--- config.mk ---
export PLATFORM = sky130hd
export DESIGN_NAME = crc_checked_frame_receiver_flat
export DESIGN_NICKNAME = d
export VERILOG_FILES = /design/src/rtl/crcfr_pkg.sv /design/src/rtl/crcfr_if.sv /design/src/rtl/crc_checked_frame_receiver.sv /design/src/rtl/crcfr_cfg_regs.sv /design/src/rtl/crcfr_frame_core.sv /design/src/flat_wrapper.sv
export VERILOG_INCLUDE_DIRS = /design/src /design/src/rtl
export SDC_FILE = /design/constraint.sdc
export NUM_CORES = 1
export LEC_CHECK = 0
export ABC_CLOCK_PERIOD_IN_PS = 7700
export BUFFER_PORTS_ARGS = -buffer_cell sky130_fd_sc_hd__clkbuf_2
export CORE_ASPECT_RATIO = 0.5
export CORE_MARGIN = 8
export CORE_UTILIZATION = 29
export CTS_CLUSTER_DIAMETER = 200
export DETAILED_ROUTE_END_ITERATION = 6
export PLACE_DENSITY = 0.55
export SLEW_MARGIN = 20
export SYNTH_ARGS = -nofsm -noshare
export SYNTH_HDL_FRONTEND = slang
export SYNTH_SLANG_ARGS = --single-unit
--- constraint.sdc ---
create_clock -name clk -period 7.7 [get_ports clk]
set_input_delay 1.54 -clock clk [delete_from_list [all_inputs] [get_ports clk]]
set_output_delay 1.54 -clock clk [all_outputs]
set_load 0.01 [all_outputs]
--- src/rtl/assert_macros.svh ---
// assertion helpers for the rtl modules
// no dependencies; included by crcfr_frame_core, the one file that carries assertions
`ifndef ASSERT_MACROS_SVH
`define ASSERT_MACROS_SVH

// property checked at every rising clock edge outside reset
`define ASSERT_CLK(label, clk, rst, prop, msg) \
  label: assert property (@(posedge clk) disable iff (rst) prop) else $error(msg);

// consequence must hold in the cycle after the antecedent
`define ASSERT_NEXT(label, clk, rst, ante, cons, msg) \
  label: assert property (@(posedge clk) disable iff (rst) (ante) |=> (cons)) else $error(msg);

`endif

--- src/rtl/crcfr_pkg.sv ---
// types, constants and the byte-wide crc-32 step of the frame receiver
// no dependencies
package crcfr_pkg;

  localparam int HEADER_BYTES = 32;
  localparam int HDR_IDX_W    = $clog2(HEADER_BYTES);
  localparam int COUNT_W      = 13;
  localparam int CFG_ADDR_W   = 3;

  typedef logic [COUNT_W-1:0] count_t;

  localparam count_t HDR_END    = count_t'(HEADER_BYTES);
  localparam count_t HDR_LAST   = count_t'(HEADER_BYTES - 1);
  localparam count_t HCRC_BYTES = count_t'(28);
  localparam count_t LEN_CAP    = 13'd4096;

  localparam logic [31:0] CRC_POLY     = 32'hEDB8_8320;
  localparam logic [31:0] CRC_ONES     = 32'hFFFF_FFFF;
  localparam logic [31:0] MAGIC_WORD   = 32'h3153_314B;
  localparam logic [31:0] VERSION_WORD = 32'd1;

  localparam count_t      MAX_PAYLOAD_RESET = 13'd360;
  localparam logic [31:0] TIMEOUT_RESET     = 32'd2000;

  // register index taken from paddr bit 2
  localparam logic REG_MAX_PAYLOAD = 1'b0;
  localparam logic REG_TIMEOUT     = 1'b1;

  typedef enum logic [1:0] {
    CMD_RX_BYTE,
    CMD_POLL,
    CMD_REPLY_SENT,
    CMD_DISCONNECT
  } cmd_t;

  typedef enum logic [2:0] {
    ST_NONE,
    ST_FRAME_OK,
    ST_BAD_HEADER,
    ST_TOO_LONG,
    ST_CRC_BAD,
    ST_TIMEOUT
  } status_t;

  typedef struct packed {
    cmd_t        cmd;
    logic [7:0]  rx_byte;
    logic [31:0] now_time;
  } item_t;

  typedef struct packed {
    count_t      max_payload_bytes;
    logic [31:0] timeout_ticks;
  } cfg_t;

  typedef struct packed {
    status_t     status_code;
    logic        payload_valid;
    logic [7:0]  payload_byte;
    logic [11:0] payload_offset;
    logic [31:0] frame_command;
    logic [31:0] request_id;
    logic [31:0] frame_sequence;
    count_t      payload_length;
    logic [31:0] rejected_count;
  } result_t;

  // reflected crc-32, one byte per call
  function automatic logic [31:0] crc32_byte(input logic [31:0] crc_in,
                                             input logic [7:0] data);
    logic [31:0] c;
    c = crc_in ^ {24'h0, data};
    for (int i = 0; i < 8; i++) begin
      c = (c >> 1) ^ (c[0] ? CRC_POLY : 32'h0);
    end
    return c;
  endfunction

endpackage

--- src/rtl/crcfr_if.sv ---
// request and result channels of the frame receiver
// no dependencies
interface crcfr_in_if;
  logic        valid;
  logic        ready;
  logic [1:0]  cmd;
  logic [7:0]  rx_byte;
  logic [31:0] now_time;

  modport source (output valid, cmd, rx_byte, now_time, input ready);
  modport sink (input valid, cmd, rx_byte, now_time, output ready);
endinterface

interface crcfr_out_if;
  logic        valid;
  logic        ready;
  logic [2:0]  status_code;
  logic        payload_valid;
  logic [7:0]  payload_byte;
  logic [11:0] payload_offset;
  logic [31:0] frame_command;
  logic [31:0] request_id;
  logic [31:0] frame_sequence;
  logic [12:0] payload_length;
  logic [31:0] rejected_count;

  modport source (output valid, status_code, payload_valid, payload_byte, payload_offset,
                  frame_command, request_id, frame_sequence, payload_length,
                  rejected_count, input ready);
  modport sink (input valid, status_code, payload_valid, payload_byte, payload_offset,
                frame_command, request_id, frame_sequence, payload_length,
                rejected_count, output ready);
endinterface

--- src/rtl/crc_checked_frame_receiver.sv ---
// Frame receiver top level: input register, frame core, result register and apb registers.
// Takes one request (received byte, poll tick, reply sent or disconnect) per clock and
// returns exactly one result per request through the input register and then the result
// register. The header check, the byte-wide payload crc-32 and the status decision sit
// between the two registers, so the sustained rate is one request per cycle as long as the
// result side takes results; while a finished result waits, only an empty input register
// takes a new request. The header store needs no clearing after reset.
// depends on crcfr_pkg, crcfr_if, crcfr_cfg_regs and crcfr_frame_core
module crc_checked_frame_receiver (
  input  logic                             clk,
  input  logic                             rst,
  crcfr_in_if.sink                         item_in,
  crcfr_out_if.source                      result_out,
  input  logic                             psel,
  input  logic                             penable,
  input  logic                             pwrite,
  input  logic [crcfr_pkg::CFG_ADDR_W-1:0] paddr,
  input  logic [31:0]                      pwdata,
  output logic [31:0]                      prdata,
  output logic                             pready
);

  crcfr_pkg::cfg_t    cfg;
  crcfr_pkg::item_t   in_item;
  crcfr_pkg::result_t core_res, res;
  logic               in_valid, res_valid;
  logic               advance, in_ready, step;

  crcfr_cfg_regs u_cfg (
    .clk     (clk),
    .rst     (rst),
    .psel    (psel),
    .penable (penable),
    .pwrite  (pwrite),
    .paddr   (paddr),
    .pwdata  (pwdata),
    .prdata  (prdata),
    .pready  (pready),
    .cfg     (cfg)
  );

  // the result register frees up when empty or taken this cycle
  assign advance       = !res_valid || result_out.ready;
  assign in_ready      = !in_valid || advance;
  assign step          = in_valid && advance;
  assign item_in.ready = in_ready;

  always_ff @(posedge clk) begin
    if (rst) begin
      in_valid <= 1'b0;
    end else if (in_ready) begin
      in_valid <= item_in.valid;
    end
  end

  always_ff @(posedge clk) begin
    if (in_ready && item_in.valid) begin
      in_item.cmd      <= crcfr_pkg::cmd_t'(item_in.cmd);
      in_item.rx_byte  <= item_in.rx_byte;
      in_item.now_time <= item_in.now_time;
    end
  end

  crcfr_frame_core u_core (
    .clk  (clk),
    .rst  (rst),
    .step (step),
    .item (in_item),
    .cfg  (cfg),
    .res  (core_res)
  );

  always_ff @(posedge clk) begin
    if (rst) begin
      res_valid <= 1'b0;
    end else if (advance) begin
      res_valid <= in_valid;
    end
  end

  always_ff @(posedge clk) begin
    if (step) begin
      res <= core_res;
    end
  end

  assign result_out.valid          = res_valid;
  assign result_out.status_code    = res.status_code;
  assign result_out.payload_valid  = res.payload_valid;
  assign result_out.payload_byte   = res.payload_byte;
  assign result_out.payload_offset = res.payload_offset;
  assign result_out.frame_command  = res.frame_command;
  assign result_out.request_id     = res.request_id;
  assign result_out.frame_sequence = res.frame_sequence;
  assign result_out.payload_length = res.payload_length;
  assign result_out.rejected_count = res.rejected_count;

endmodule

--- src/rtl/crcfr_cfg_regs.sv ---
// apb register file: payload length limit and timeout
// depends on crcfr_pkg
module crcfr_cfg_regs (
  input  logic                             clk,
  input  logic                             rst,
  input  logic                             psel,
  input  logic                             penable,
  input  logic                             pwrite,
  input  logic [crcfr_pkg::CFG_ADDR_W-1:0] paddr,
  input  logic [31:0]                      pwdata,
  output logic [31:0]                      prdata,
  output logic                             pready,
  output crcfr_pkg::cfg_t                  cfg
);

  crcfr_pkg::count_t max_payload_bytes;
  logic [31:0]       timeout_ticks;
  logic              wr_en;
  logic              reg_sel;

  assign pready  = 1'b1;
  assign wr_en   = psel && penable && pwrite;
  assign reg_sel = paddr[2];

  always_ff @(posedge clk) begin
    if (rst) begin
      max_payload_bytes <= crcfr_pkg::MAX_PAYLOAD_RESET;
      timeout_ticks     <= crcfr_pkg::TIMEOUT_RESET;
    end else if (wr_en) begin
      case (reg_sel)
        crcfr_pkg::REG_MAX_PAYLOAD: max_payload_bytes <= pwdata[crcfr_pkg::COUNT_W-1:0];
        crcfr_pkg::REG_TIMEOUT:     timeout_ticks     <= pwdata;
        default: ;
      endcase
    end
  end

  always_comb begin
    case (reg_sel)
      crcfr_pkg::REG_MAX_PAYLOAD: prdata = {19'h0, max_payload_bytes};
      crcfr_pkg::REG_TIMEOUT:     prdata = timeout_ticks;
      default:                    prdata = 32'h0;
    endcase
  end

  assign cfg.max_payload_bytes = max_payload_bytes;
  assign cfg.timeout_ticks     = timeout_ticks;

endmodule

--- src/rtl/crcfr_frame_core.sv ---
// framing state, header checks, payload crc and status for one request a cycle while step is high
// depends on crcfr_pkg and assert_macros.svh
`include "assert_macros.svh"

module crcfr_frame_core (
  input  logic               clk,
  input  logic               rst,
  input  logic               step,
  input  crcfr_pkg::item_t   item,
  input  crcfr_pkg::cfg_t    cfg,
  output crcfr_pkg::result_t res
);

  logic [7:0]        hdr_mem [crcfr_pkg::HEADER_BYTES];
  crcfr_pkg::count_t byte_count, byte_count_next;
  crcfr_pkg::count_t frame_end, frame_end_next;
  logic [31:0]       start_time, start_time_next;
  logic              reply_pending, reply_pending_next;
  logic [31:0]       rejected_total, rejected_total_next;
  logic [31:0]       crc, crc_next;

  logic              rx, in_header, hdr_last, hdr_wr;
  logic              magic_ok, version_ok, hcrc_ok, len_over;
  logic [31:0]       crc_upd, elapsed;
  logic [31:0]       w_magic, w_cmd, w_id, w_seq, w_len, w_pcrc, w_ver, w_hcrc;
  crcfr_pkg::count_t limit, count_inc, offset_full;
  crcfr_pkg::status_t status;
  logic              show_hdr, pv;

  assign w_magic = {hdr_mem[3], hdr_mem[2], hdr_mem[1], hdr_mem[0]};
  assign w_cmd   = {hdr_mem[7], hdr_mem[6], hdr_mem[5], hdr_mem[4]};
  assign w_id    = {hdr_mem[11], hdr_mem[10], hdr_mem[9], hdr_mem[8]};
  assign w_seq   = {hdr_mem[15], hdr_mem[14], hdr_mem[13], hdr_mem[12]};
  assign w_len   = {hdr_mem[19], hdr_mem[18], hdr_mem[17], hdr_mem[16]};
  assign w_pcrc  = {hdr_mem[23], hdr_mem[22], hdr_mem[21], hdr_mem[20]};
  assign w_ver   = {hdr_mem[27], hdr_mem[26], hdr_mem[25], hdr_mem[24]};
  // last header byte arrives with this request
  assign w_hcrc  = {item.rx_byte, hdr_mem[30], hdr_mem[29], hdr_mem[28]};

  assign rx        = step && (item.cmd == crcfr_pkg::CMD_RX_BYTE) && !reply_pending;
  assign in_header = byte_count < crcfr_pkg::HDR_END;
  assign hdr_last  = byte_count == crcfr_pkg::HDR_LAST;
  assign hdr_wr    = rx && in_header;
  assign count_inc = byte_count + 13'd1;
  assign crc_upd   = crcfr_pkg::crc32_byte(crc, item.rx_byte);
  assign elapsed   = item.now_time - start_time;
  assign limit     = (cfg.max_payload_bytes > crcfr_pkg::LEN_CAP) ? crcfr_pkg::LEN_CAP
                                                                   : cfg.max_payload_bytes;

  assign magic_ok   = w_magic == crcfr_pkg::MAGIC_WORD;
  assign version_ok = w_ver == crcfr_pkg::VERSION_WORD;
  // crc register holds the crc over header bytes 0 to 27 at this point
  assign hcrc_ok    = ~crc == w_hcrc;
  assign len_over   = w_len > {19'h0, limit};

  always_comb begin
    status   = crcfr_pkg::ST_NONE;
    show_hdr = 1'b0;
    pv       = 1'b0;
    if (rx) begin
      if (in_header) begin
        if (hdr_last) begin
          show_hdr = 1'b1;
          if (!(magic_ok && version_ok && hcrc_ok)) begin
            status = crcfr_pkg::ST_BAD_HEADER;
          end else if (len_over) begin
            status = crcfr_pkg::ST_TOO_LONG;
          end else if (w_len == 32'h0) begin
            // empty payload: its crc reads as zero
            status = (w_pcrc == 32'h0) ? crcfr_pkg::ST_FRAME_OK : crcfr_pkg::ST_CRC_BAD;
          end
        end
      end else begin
        show_hdr = 1'b1;
        pv       = 1'b1;
        if (count_inc == frame_end) begin
          status = (~crc_upd == w_pcrc) ? crcfr_pkg::ST_FRAME_OK : crcfr_pkg::ST_CRC_BAD;
        end
      end
    end else if (step && item.cmd == crcfr_pkg::CMD_POLL) begin
      if (byte_count != '0 && elapsed > cfg.timeout_ticks) begin
        status   = crcfr_pkg::ST_TIMEOUT;
        show_hdr = !in_header;
      end
    end
  end

  always_comb begin
    byte_count_next     = byte_count;
    frame_end_next      = frame_end;
    start_time_next     = start_time;
    reply_pending_next  = reply_pending;
    rejected_total_next = rejected_total;
    crc_next            = crc;

    if (rx) begin
      if (byte_count == '0) begin
        start_time_next = item.now_time;
      end
      byte_count_next = count_inc;
      if (in_header) begin
        if (byte_count < crcfr_pkg::HCRC_BYTES) begin
          crc_next = crc_upd;
        end
        if (hdr_last) begin
          frame_end_next = crcfr_pkg::HDR_END + w_len[crcfr_pkg::COUNT_W-1:0];
          crc_next       = crcfr_pkg::CRC_ONES;
        end
      end else begin
        crc_next = crc_upd;
      end
    end

    if (step) begin
      case (item.cmd)
        crcfr_pkg::CMD_RX_BYTE: ;
        crcfr_pkg::CMD_POLL: ;
        crcfr_pkg::CMD_REPLY_SENT: reply_pending_next = 1'b0;
        crcfr_pkg::CMD_DISCONNECT: begin
          byte_count_next    = '0;
          frame_end_next     = crcfr_pkg::HDR_END;
          crc_next           = crcfr_pkg::CRC_ONES;
          reply_pending_next = 1'b0;
        end
        default: ;
      endcase
    end

    // any report restarts framing and waits for the reply
    if (status != crcfr_pkg::ST_NONE) begin
      if (status != crcfr_pkg::ST_FRAME_OK) begin
        rejected_total_next = rejected_total + 32'd1;
      end
      reply_pending_next = 1'b1;
      byte_count_next    = '0;
      frame_end_next     = crcfr_pkg::HDR_END;
      crc_next           = crcfr_pkg::CRC_ONES;
    end
  end

  always_ff @(posedge clk) begin
    if (rst) begin
      byte_count     <= '0;
      frame_end      <= crcfr_pkg::HDR_END;
      start_time     <= '0;
      reply_pending  <= 1'b0;
      rejected_total <= '0;
      crc            <= crcfr_pkg::CRC_ONES;
    end else begin
      byte_count     <= byte_count_next;
      frame_end      <= frame_end_next;
      start_time     <= start_time_next;
      reply_pending  <= reply_pending_next;
      rejected_total <= rejected_total_next;
      crc            <= crc_next;
    end
  end

  always_ff @(posedge clk) begin
    if (hdr_wr) begin
      hdr_mem[byte_count[crcfr_pkg::HDR_IDX_W-1:0]] <= item.rx_byte;
    end
  end

  assign offset_full = byte_count - crcfr_pkg::HDR_END;

  always_comb begin
    res.status_code    = status;
    res.payload_valid  = pv;
    res.payload_byte   = pv ? item.rx_byte : 8'h0;
    res.payload_offset = pv ? offset_full[11:0] : 12'h0;
    res.frame_command  = show_hdr ? w_cmd : 32'h0;
    res.request_id     = show_hdr ? w_id : 32'h0;
    res.frame_sequence = show_hdr ? w_seq : 32'h0;
    res.payload_length = '0;
    if (show_hdr) begin
      res.payload_length = (w_len > {19'h0, crcfr_pkg::LEN_CAP}) ? crcfr_pkg::LEN_CAP
                                                                : w_len[crcfr_pkg::COUNT_W-1:0];
    end
    res.rejected_count = rejected_total_next;
  end

  `ASSERT_CLK(a_pending_no_frame, clk, rst, reply_pending |-> byte_count == '0, "reply pending with a partial frame")
  `ASSERT_CLK(a_count_within_frame, clk, rst, byte_count <= frame_end && frame_end >= crcfr_pkg::HDR_END, "byte count ran past frame end")
  `ASSERT_NEXT(a_report_restarts, clk, rst, step && res.status_code != crcfr_pkg::ST_NONE, byte_count == '0 && reply_pending, "report did not restart framing")
  `ASSERT_CLK(a_payload_status, clk, rst, res.payload_valid |-> (res.status_code == crcfr_pkg::ST_NONE || res.status_code == crcfr_pkg::ST_FRAME_OK || res.status_code == crcfr_pkg::ST_CRC_BAD), "payload byte with a header or timeout status")

endmodule

--- src/flat_wrapper.sv ---
// flat-port wrapper written by rule: the top's interface ports become plain ports
module crc_checked_frame_receiver_flat 
  (clk, rst, psel, penable, pwrite, paddr, pwdata, prdata, pready, item_in_valid, item_in_cmd, item_in_rx_byte, item_in_now_time, item_in_ready, result_out_valid, result_out_status_code, result_out_payload_valid, result_out_payload_byte, result_out_payload_offset, result_out_frame_command, result_out_request_id, result_out_frame_sequence, result_out_payload_length, result_out_rejected_count, result_out_ready);
  crcfr_in_if item_in_i ();
  crcfr_out_if result_out_i ();
  input  logic clk;
  input  logic rst;
  input  logic psel;
  input  logic penable;
  input  logic pwrite;
  input  logic [crcfr_pkg::CFG_ADDR_W-1:0] paddr;
  input  logic [31:0] pwdata;
  output logic [31:0] prdata;
  output logic pready;
  input wire logic [$bits(item_in_i.valid)-1:0] item_in_valid;
  input wire logic [$bits(item_in_i.cmd)-1:0] item_in_cmd;
  input wire logic [$bits(item_in_i.rx_byte)-1:0] item_in_rx_byte;
  input wire logic [$bits(item_in_i.now_time)-1:0] item_in_now_time;
  output wire logic [$bits(item_in_i.ready)-1:0] item_in_ready;
  output wire logic [$bits(result_out_i.valid)-1:0] result_out_valid;
  output wire logic [$bits(result_out_i.status_code)-1:0] result_out_status_code;
  output wire logic [$bits(result_out_i.payload_valid)-1:0] result_out_payload_valid;
  output wire logic [$bits(result_out_i.payload_byte)-1:0] result_out_payload_byte;
  output wire logic [$bits(result_out_i.payload_offset)-1:0] result_out_payload_offset;
  output wire logic [$bits(result_out_i.frame_command)-1:0] result_out_frame_command;
  output wire logic [$bits(result_out_i.request_id)-1:0] result_out_request_id;
  output wire logic [$bits(result_out_i.frame_sequence)-1:0] result_out_frame_sequence;
  output wire logic [$bits(result_out_i.payload_length)-1:0] result_out_payload_length;
  output wire logic [$bits(result_out_i.rejected_count)-1:0] result_out_rejected_count;
  input wire logic [$bits(result_out_i.ready)-1:0] result_out_ready;
  assign item_in_i.valid = item_in_valid;
  assign item_in_i.cmd = item_in_cmd;
  assign item_in_i.rx_byte = item_in_rx_byte;
  assign item_in_i.now_time = item_in_now_time;
  assign item_in_ready = item_in_i.ready;
  assign result_out_valid = result_out_i.valid;
  assign result_out_status_code = result_out_i.status_code;
  assign result_out_payload_valid = result_out_i.payload_valid;
  assign result_out_payload_byte = result_out_i.payload_byte;
  assign result_out_payload_offset = result_out_i.payload_offset;
  assign result_out_frame_command = result_out_i.frame_command;
  assign result_out_request_id = result_out_i.request_id;
  assign result_out_frame_sequence = result_out_i.frame_sequence;
  assign result_out_payload_length = result_out_i.payload_length;
  assign result_out_rejected_count = result_out_i.rejected_count;
  assign result_out_i.ready = result_out_ready;
  crc_checked_frame_receiver u_core (.clk(clk), .rst(rst), .item_in(item_in_i), .result_out(result_out_i), .psel(psel), .penable(penable), .pwrite(pwrite), .paddr(paddr), .pwdata(pwdata), .prdata(prdata), .pready(pready));
endmodule
Word-level counts from Yosys, hierarchy flattened
Memory sizes are Yosys's and may differ from the RTL's. A register that Yosys moved wholly into a read port is not among the register bits.
Index checks and enable logic that the tools add are counted.
{"block": "op_classes", "n_addsub": 5, "mul": 0, "div_mod_pow": 0, "magnitude_cmp": 6, "eq_ne": 10, "shift": 0, "muxes": 50, "n_bitwise": 13, "n_reduce_logical": 44}
{"op": "32-bit 2-to-1 mux", "n": 16}
{"op": "31-bit by 32-bit bitwise XOR with 32-bit output", "n": 8}
{"op": "13-bit 2-to-1 mux", "n": 10}
{"op": "32-bit equality test", "n": 2}
{"op": "32-bit zero test", "n": 2}
{"op": "32-bit NOT", "n": 2}
{"op": "32-bit one-hot mux with 2 select lines", "n": 1}
{"op": "3-bit 2-to-1 mux", "n": 11}
{"op": "32-bit by 1-bit adder with 32-bit output, second input constant", "n": 1}
{"op": "32-bit by 1-bit equality test with 1-bit output, second input constant", "n": 1}
{"op": "32-bit by 30-bit equality test with 1-bit output, second input constant", "n": 1}
{"op": "32-bit by 13-bit greater-than comparator with 1-bit output", "n": 1}
{"op": "32-bit by 13-bit greater-than comparator with 1-bit output, second input constant", "n": 1}
{"op": "32-bit greater-than comparator", "n": 1}
{"op": "32-bit subtractor", "n": 1}
{"op": "32-bit by 8-bit bitwise XOR with 32-bit output", "n": 1}
{"op": "1-bit zero test", "n": 16}
{"op": "13-bit by 1-bit adder with 13-bit output, second input constant", "n": 1}
{"op": "6-bit by 13-bit adder with 13-bit output, first input constant", "n": 1}
{"op": "13-bit equality test", "n": 1}
{"op": "13-bit by 5-bit equality test with 1-bit output, second input constant", "n": 1}
{"op": "13-bit greater-than comparator, second input constant", "n": 1}
{"op": "13-bit zero test", "n": 1}
{"op": "13-bit by 5-bit less-than comparator with 1-bit output, second input constant", "n": 1}
{"op": "15 further kinds", "n": 45}
{"block": "word_totals", "reg_bits": 281, "latch_bits": 0, "ramBits": 256, "mem_bits_ro": 0, "in_bits": 84, "out_inout_bits": 200, "word_cells": 149, "mem_count": 1}
{"memory": "u_core.u_core.hdr_mem", "words": 32, "width": 8, "read_ports": 31, "rd_ports_with_merged_regs": 12, "write_ports": 1, "line_no": "crcfr_frame_core.sv:14", "rtl": "logic [7:0] hdr_mem [crcfr_pkg::HEADER_BYTES];"}

Depth between registers and ports, before layout
Gate-level depths: netlist of the first run.
{"block": "logic_depth", "word_depth": 26, "ltp_mapped": 26, "ltp_nobuf": 25}

Modules after synthesis
From an unflattened synthesis of the first run, not the netlist that was laid out.
{"block": "unflattened", "hier_cells": 2292, "hier_area_um2": 28504.8}
{"module": "crcfr_frame_core", "n_inst": 1, "cells_per_inst": 1846, "area_each_um2": 19929.1, "seq_area_each_um2": 9909.5}
{"module": "crc_checked_frame_receiver", "n_inst": 1, "cells_per_inst": 217, "area_each_um2": 6319.8, "seq_area_each_um2": 6256.0}
{"module": "crcfr_cfg_regs", "n_inst": 1, "cells_per_inst": 229, "area_each_um2": 2255.9, "seq_area_each_um2": 900.9}

Worst setup path before layout of the first run
No wires, ideal clock.
{"block": "synth_path", "kind": "input port to flip-flop", "from": "input port result_out_ready", "to": "register u_core.u_core.rejected_total[22]", "setup_time_ns": 0.121, "t_arrival_ns": 7.860, "required_time_ns": 7.579, "path_slack_ns": -0.282, "path_stages": 11, "path_buffers": 1, "cell_sequence": "nand2b_1 > and2_1 > nand2_1 > nor4_4 > nand2_1 > nor2_1 > a21oi_2 > a31oi_2 > buf_2 > and3_4 > mux2_4"}
{"block": "synth_via", "elab_chain_len": 8, "elab_cells_between_ends": 11, "classes_between": "1 x eq/ne; 4 x mux; 6 x reduce/logical"}
{"element": "from (decl)", "line_no": "flat_wrapper.sv:30", "rtl": "input wire logic [$bits(result_out_i.ready)-1:0] result_out_ready;"}
{"element": "1-bit logical OR *", "line_no": "crc_checked_frame_receiver.sv:43", "rtl": "assign advance = !res_valid || result_out.ready;"}
{"element": "1-bit logical AND *", "line_no": "crc_checked_frame_receiver.sv:45", "rtl": "assign step = in_valid && advance;"}
{"element": "net u_core.step", "line_no": "crc_checked_frame_receiver.sv:27", "rtl": "logic advance, in_ready, step;"}
{"element": "1-bit logical AND, on equally long branches", "line_no": "crcfr_frame_core.sv:80, crcfr_frame_core.sv:40"}
{"element": "3-bit 2-to-1 mux or 1-bit logical AND (tied branches)", "line_no": "crcfr_frame_core.sv:80, crcfr_frame_core.sv:40"}
{"element": "3-bit 2-to-1 mux *", "line_no": "crcfr_frame_core.sv:60", "rtl": "if (rx) begin"}
{"element": "3-bit by 1-bit inequality test with 1-bit output", "line_no": "crcfr_frame_core.sv:131", "rtl": "if (status != crcfr_pkg::ST_FRAME_OK) begin"}
{"element": "32-bit 2-to-1 mux", "line_no": "crcfr_frame_core.sv:131"}
{"element": "32-bit 2-to-1 mux *", "line_no": "crcfr_frame_core.sv:130", "rtl": "if (status != crcfr_pkg::ST_NONE) begin"}
{"element": "to (signal assigned)", "line_no": "crcfr_frame_core.sv:154", "rtl": "rejected_total <= rejected_total_next;"}
{"element": "to (decl)", "line_no": "crcfr_frame_core.sv:19", "rtl": "logic [31:0] rejected_total, rejected_total_next;"}
The timed path passes the listed nets; every way through them passes the cells marked *.
A chain may end at the register's enable or synchronous reset.

==> results.json, run 1 <==
{
  "synth_largest_area_cell": "edfxtp_1",
  "synth_compound_area_share_pct": 6.82,
  "synthTopCellsByCount": "edfxtp_1, nand2_1, dfxtp_1, nor2_1, xnor2_1",
  "crit_type": "reg2reg",
  "synth-edff-count": 455,
  "reg2regPathDepth": 22,
  "tightest_slew_ps": 1010,
  "cts_inserted_buffers": 60,
  "ys_async_sr_fraction_pct": 0,
  "cp_cell_sequence": "ha_1 > nor2b_1 > o31a_1 > o31a_1 > a2111o_1 > a211oi_1 > nor2_1 > a221o_1 > a21o_1 > a21oi_1 > xnor2_1 > ha_1 > nand3_1 > nor2_1 > nand4_1 > a211oi_1 > nor3_1 > a211oi_1 > a21oi_2 > a311oi_2 > nand2_1 > xnor2_1",
  "postPlaceCellArea_um2": 30500,
  "portBuffers": 280,
  "slew_headroom_pct": 32.7,
  "cts_sinks": 625,
  "fill_cells": 9390,
  "synth_fa_ha_area_share_pct": 3.93,
  "fp-row-count": 80,
  "yosysSeqAreaShare_pct": 61.9,
  "path_common_cell": "a211oi_1",
  "clock_latency_ps": 630,
  "hold_end": "u_core.u_core.start_time[22]",
  "synth_area_um2": 27600,
  "htreeDepth": 2,
  "synth_cell_types": 80,
  "seq_area_um2": 17100,
  "gp_congestion": 0.870,
  "synth_mux_area_share_pct": 1.44,
  "postSynthAreaPerCell_um2": 12.0,
  "worst-path-max-fanout": 8,
  "antenna_found_initial": 8,
  "ir_drop_v": 0.000181,
  "grt_max_degree": 80,
  "post-route-util_pct": 34.4,
  "r2r_end": "u_core.result_out.rejected_count[4]",
  "hold_path_depth": 2,
  "drc_errors": 0,
  "critPathTopFamily": "compound AO/OA/AOI/OAI gates",
  "grt_pass1_wl_um": 109000,
  "rsz0062_at_grt": "false",
  "synth_top_family_by_area": "simple AND/OR/NAND/NOR gates",
  "placedCellCount": 3786,
  "synth.most_common_cell": "edfxtp_1",
  "cts_setup_buffers": 0,
  "fin_nets": 2747,
  "syn_to_final_growth_pct": 18.4,
  "die_y_um": 234,
  "critPathMaxStageDelay_ps": 710,
  "fin_crit_ps": 6600,
  "crit_required_ps": 8070,
  "synth_top_area_share_pct": 49.5,
  "synthSimpleGateAreaFrac_pct": 15.1,
  "cts_tree": "yes",
  "crit_arrival_ps": 6970,
  "multiInputGateArea_um2": 9890,
  "regToRegSetupSlack_ps": 1100,
  "synth_seq_cells": 625,
  "grt_overflow": 0,
  "p_per_area_nw_per_um2": 230,
  "cp_num_cells": 22,
  "tns_ps": 0,
  "max_freq_mhz": 152,
  "post-route-period-util_pct": 85.7,
  "cap_violations": 0,
  "ctsResizeCount": 0,
  "yosysWarnings": 0,
  "dpl.hpwl_um": 50800,
  "finalSetupViolCount": 0,
  "start_util_pct": 29.1,
  "final_design_area_no_fill_um2": 32600,
  "fin_cells": 3906,
  "power.leakage_nw": 11.7,
  "crit_start": "u_core.in_item[1]",
  "grt_use_total_pct": 13.2,
  "slowest_stage": "a311oi_2",
  "syn-num-nets": 2462,
  "postSynthCellCount": 2292,
  "crit_buf_inv": 0,
  "cts_hold_buf": 0,
  "routed_wl_um": 73000,
  "die_area_um2": 106000,
  "ant_nets": 0,
  "pre_cts_ws_ps": 1070,
  "slew_viol_final": 0,
  "total_power_mw": 7.52,
  "status": "completed",
  "setup_slack_ps": 1100,
  "hp-class": "reg2reg",
  "first_global_vias": 18020,
  "drt-pass1-iter-count": 5,
  "core_area_um2": 94800,
  "vias_per_cell": 4.64,
  "vias": 18127,
  "clock-root-buffer": "clkbuf_16",
  "synth_flop_cell": "edfxtp_1",
  "ios": 284,
  "yosys.area_share.xor_xnor_pct": 8.35,
  "drive_above_1_share_pct": 18.1,
  "start_kind": "flop",
  "hold_ws_ps": 453,
  "drt_iter0_drc": 1076,
  "cp-end-kind": "flop",
  "clk_path_buf_depth": 3,
  "synthTopCellsByArea": "edfxtp_1, dfxtp_1, xnor2_1, ha_1, nand2_1",
  "r2r-start": "u_core.in_item[1]",
  "hold_start": "u_core.u_core.start_time[22]",
  "clk_pin_slew_ps": 60,
  "hold_viol_final": 0,
  "wl_per_cell_um": 18.7,
  "fin_worst_skew_ps": 16.8,
  "die_w_um": 452
}
==> area by class of cell <==
| cell class | count | share of cell area [%] |
|---|---|---|
| Antenna cell | 7 | 0.0537 |
| Timing Repair Buffer | 308 | 4.94 |
| Sequential cell | 625 | 52.3 |
| Tap cell | 1271 | 4.87 |
| Inverter | 95 | 1.09 |
| Clock buffer | 65 | 4.72 |
| Clock inverter | 48 | 1.74 |
| Multi-Input combinational cell | 1487 | 30.3 |
==> how the worst max path moves through the flow <==
stage | to | slack, ps
3_5_place_dp | u_core.u_core.rejected_total[4] | 1070
3_3_place_gp | u_core.result_out.rejected_count[4] | 1090
2_1_floorplan | u_core.u_core.rejected_total[22] | 1740
5_1_grt | u_core.u_core.rejected_total[4] | 680
6_report | u_core.result_out.rejected_count[4] | 1100
4_1_cts | u_core.u_core.rejected_total[4] | 1050
==> state kept, by name (all words and copies together), names as in the netlist, 12 cells and up <==
signal	count
u_core.result_out.payload_offset	12
u_core.u_cfg.timeout_ticks	32
u_core.u_core.frame_end	13
u_core.result_out.rejected_count	32
u_core.result_out.payload_length	13
u_core.u_core.byte_count	13
u_core.result_out.frame_command	32
u_core.in_item	42
u_core.result_out.request_id	32
u_core.u_cfg.max_payload_bytes	13
u_core.u_core.hdr_mem	248
u_core.u_core.crc	32
u_core.u_core.rejected_total	32
u_core.result_out.frame_sequence	32
u_core.u_core.start_time	32
==> cells in the final DEF (no fill, tap or decap), types with 31 or more instances in the layout <==
cell and count:
edfxtp_1 455, clkbuf_2 279, nand2_1 267, dfxtp_1 170, nor2_1 164, xnor2_1 132, a21oi_1 131, and2_1 105
inv_1 95, ha_1 85, xor2_1 73, clkbuf_16 61, nand4_1 48, nand3_1 45, nor4_1 41, and3_1 36
nor2b_1 33, nor3_1 32, o22ai_1 32, o21ai_0 31
==> kinds of logic after synthesis <==
| kind of cell | Yosys count |
|---|---|
| compound gates | 298 |
| xor+xnor | 230 |
| fa+ha+maj | 86 |
| buf+inv | 180 |
| flops | 625 |
| mux | 35 |
| other cells | 1 |
| simple gates | 837 |
==> power by group <==
| group | switching [mW] | internal, mW |
|---|---|---|
| Combinational | 0.387 | 0.258 |
| Sequential | 0.0395 | 3.67 |
| Clock | 1.34 | 1.83 |
==> routing by layer <==
metal | part of all wire, % | vias to the layer above | GRT usage, %
met1 | 41 | 8861 | 16.1
met3 | 4.1 | 122 | 2.01
met4 | 3.3 | 2 | 4.89
li1 | - | 8771 | -
met5 | 0.018 | - | 0
met2 | 51 | 371 | 23.8
==> tightest hold or removal path: cells and delay by family (launching register included) <==
| kind | cells | cell delay, ps |
|---|---|---|
| AND/OR/NAND/NOR | 1 | 50 |
| flip-flops | 1 | 310 |
| AO/OA/AOI/OAI | 1 | 50 |
Note: power is estimated with default switching activity, not from simulation.
==> run 2, diff against run 1 <==
Settings changed: CTS_BUF_LIST set to sky130_fd_sc_hd__clkbuf_4 sky130_fd_sc_hd__clkbuf_8, CTS_CLUSTER_SIZE set to 16, MAX_ROUTING_LAYER set to met4.
==> run 2 against run 1 <==
Combinational power is essentially flat. Maximum frequency about the same. Global-route usage grew 0.34 points. Core utilization down 1.2 points. Die area did not move.
==> results.json, run 2 (synthesis gave the netlist of run 1 again) <==
{
  "status": "completed",
  "hold_start": "u_core.u_core.start_time[22]",
  "grt_overflow": 0,
  "hp-class": "reg2reg",
  "cts_hold_buf": 0,
  "power.leakage_nw": 11.2,
  "switching_share_pct": 24.8,
  "r2r-start": "u_core.in_item[1]",
  "hold_ws_ps": 455,
  "p_clk_share_pct": 29.7,
  "worst-path-max-fanout": 8,
  "fin_crit_ps": 6590,
  "hold_viol_final": 0,
  "htreeDepth": 2,
  "route.met3.wl_um": 2880,
  "max_freq_mhz": 152,
  "grt_max_degree": 80,
  "cts_inserted_buffers": 45,
  "topRoutingLayerUsed": "met4",
  "finalSetupViolCount": 0,
  "grt_pass1_wl_um": 108000,
  "wl_met2_um": 37600,
  "vias_per_cell": 4.64,
  "cap_violations": 0,
  "drt-pass1-iter-count": 4,
  "p_comb_share_pct": 10.4,
  "gp_congestion": 0.884,
  "fin_worst_skew_ps": 44.3,
  "routed_wl_um": 72800,
  "die_y_um": 234,
  "drc_errors": 0,
  "start_kind": "flop",
  "crit_start": "u_core.in_item[1]",
  "ios": 284,
  "die_w_um": 452,
  "cts_setup_buffers": 0,
  "wl_met1_um": 30100,
  "crit_required_ps": 8270,
  "slew_viol_final": 0,
  "seq_power_share_pct": 59.9,
  "vias": 17991,
  "tightest_slew_ps": 1010,
  "drt_iter0_drc": 1078,
  "antenna_found_initial": 9,
  "portBuffers": 280,
  "crit_arrival_ps": 7170,
  "slew_headroom_pct": 32.8,
  "start_util_pct": 29.1,
  "clk_path_buf_depth": 3,
  "dpl.hpwl_um": 50800,
  "clk_pin_slew_ps": 110,
  "rsz0062_at_grt": "false",
  "ctsResizeCount": 0,
  "ir_drop_v": 0.0000927,
  "clock_latency_ps": 700,
  "fp-row-count": 80,
  "syn_to_final_growth_pct": 14.1,
  "wl_per_cell_um": 18.8,
  "ant_nets": 0,
  "core_area_um2": 94800,
  "clock-root-buffer": "clkbuf_8",
  "p_per_area_nw_per_um2": 197,
  "internal_power_mw": 4.65,
  "largest_reg_flops": 248,
  "first_global_vias": 17836,
  "tns_ps": 0,
  "crit_type": "reg2reg",
  "layout_common_cells": "edfxtp_1, clkbuf_2, nand2_1",
  "die_area_um2": 106000,
  "cts_tree": "yes",
  "drive_above_1_share_pct": 17.7,
  "fin_nets": 2732,
  "post-route-period-util_pct": 85.6,
  "grt_use_total_pct": 13.6,
  "total_power_mw": 6.18,
  "power.net_switching_mw": 1.53,
  "layout_commonest_cell": "edfxtp_1",
  "cp-end-kind": "flop",
  "cts_sinks": 625
}
[run 2: cell types whose count changed in the layout (fill, tap and decap cells not counted)]
| cell | previous run | this run |
|---|---|---|
| clkinv_4 | 2 | 0 |
| clkinv_2 | 13 | 0 |
| inv_6 | 3 | 0 |
| bufinv_16 | 11 | 0 |
| inv_12 | 0 | 1 |
| clkbuf_1 | 4 | 0 |
| clkbuf_8 | 0 | 45 |
| clkinv_8 | 2 | 0 |
| clkbuf_4 | 0 | 35 |
| clkinvlp_4 | 7 | 2 |
| clkbuf_16 | 61 | 0 |
| diode_2 | 7 | 9 |
| clkinv_1 | 9 | 0 |
[run 2: path summary, 6_finish.rpt]
check	slack, ps	depth (start not counted)	endpoint
worst max-delay path	1110	22	u_core.u_core.rejected_total[4]
worst min-delay path	460	2	u_core.u_core.start_time[22]
worst max register to register	1110	22	u_core.u_core.rejected_total[4]
worst min register to register	460	2	u_core.u_core.start_time[22]
[run 2: critical path, stage by stage (launching register included)]
cell	delay [ps]
edfxtp_1	450
ha_1	290
nor2b_1	140
o31a_1	270
o31a_1	360
a2111o_1	490
a211oi_1	300
nor2_1	150
a221o_1	380
a21o_1	190
a21oi_1	180
xnor2_1	90
ha_1	300
nand3_1	60
nor2_1	150
nand4_1	230
a211oi_1	290
nor3_1	80
a211oi_1	640
a21oi_2	210
a311oi_2	710
nand2_1	210
mux2_2	310
[run 2: power by group through the flow]
stage               sequential [mW]  clock (mW)  combinational (mW)
global route                   3.71        2.02               0.714
floorplan                      3.80           0               0.413
global placement               3.78           0               0.647
CTS                            3.71        1.92               0.655
finish                         3.70        1.83               0.645
detailed placement             3.78           0               0.653
[run 2: final cells by class]
type,instances,area [um2]
Clock inverter,4,42.5
Tap cell,1271,1590
Antenna cell,9,22.5
Inverter,95,357
Multi-Input combinational cell,1487,9890
Timing Repair Buffer,308,1610
Clock buffer,80,882
Fill cell,9500,63300
Sequential cell,625,17100
[run 2: metrics by stage]
stage                     utilization, %  setup WS [ps]  cell area (um2)  cells
after global routing                33.2            659            31500   3879
after global placement              32.2           1090            30500   3786
after detailed placement            32.2           1070            30500   3786
after CTS                           33.2           1030            31400   3870
final                               33.2           1110            31500   3879
after floorplan                        -           1740            27600   2292
[run 2: metal layers]
layer / global-route usage (%) / vias up
met2: 24.0 / 346
met1: 16.0 / 8827
met3: 1.91 / 105
met4: 4.60 / 0
met5: - / -
li1: - / 8713
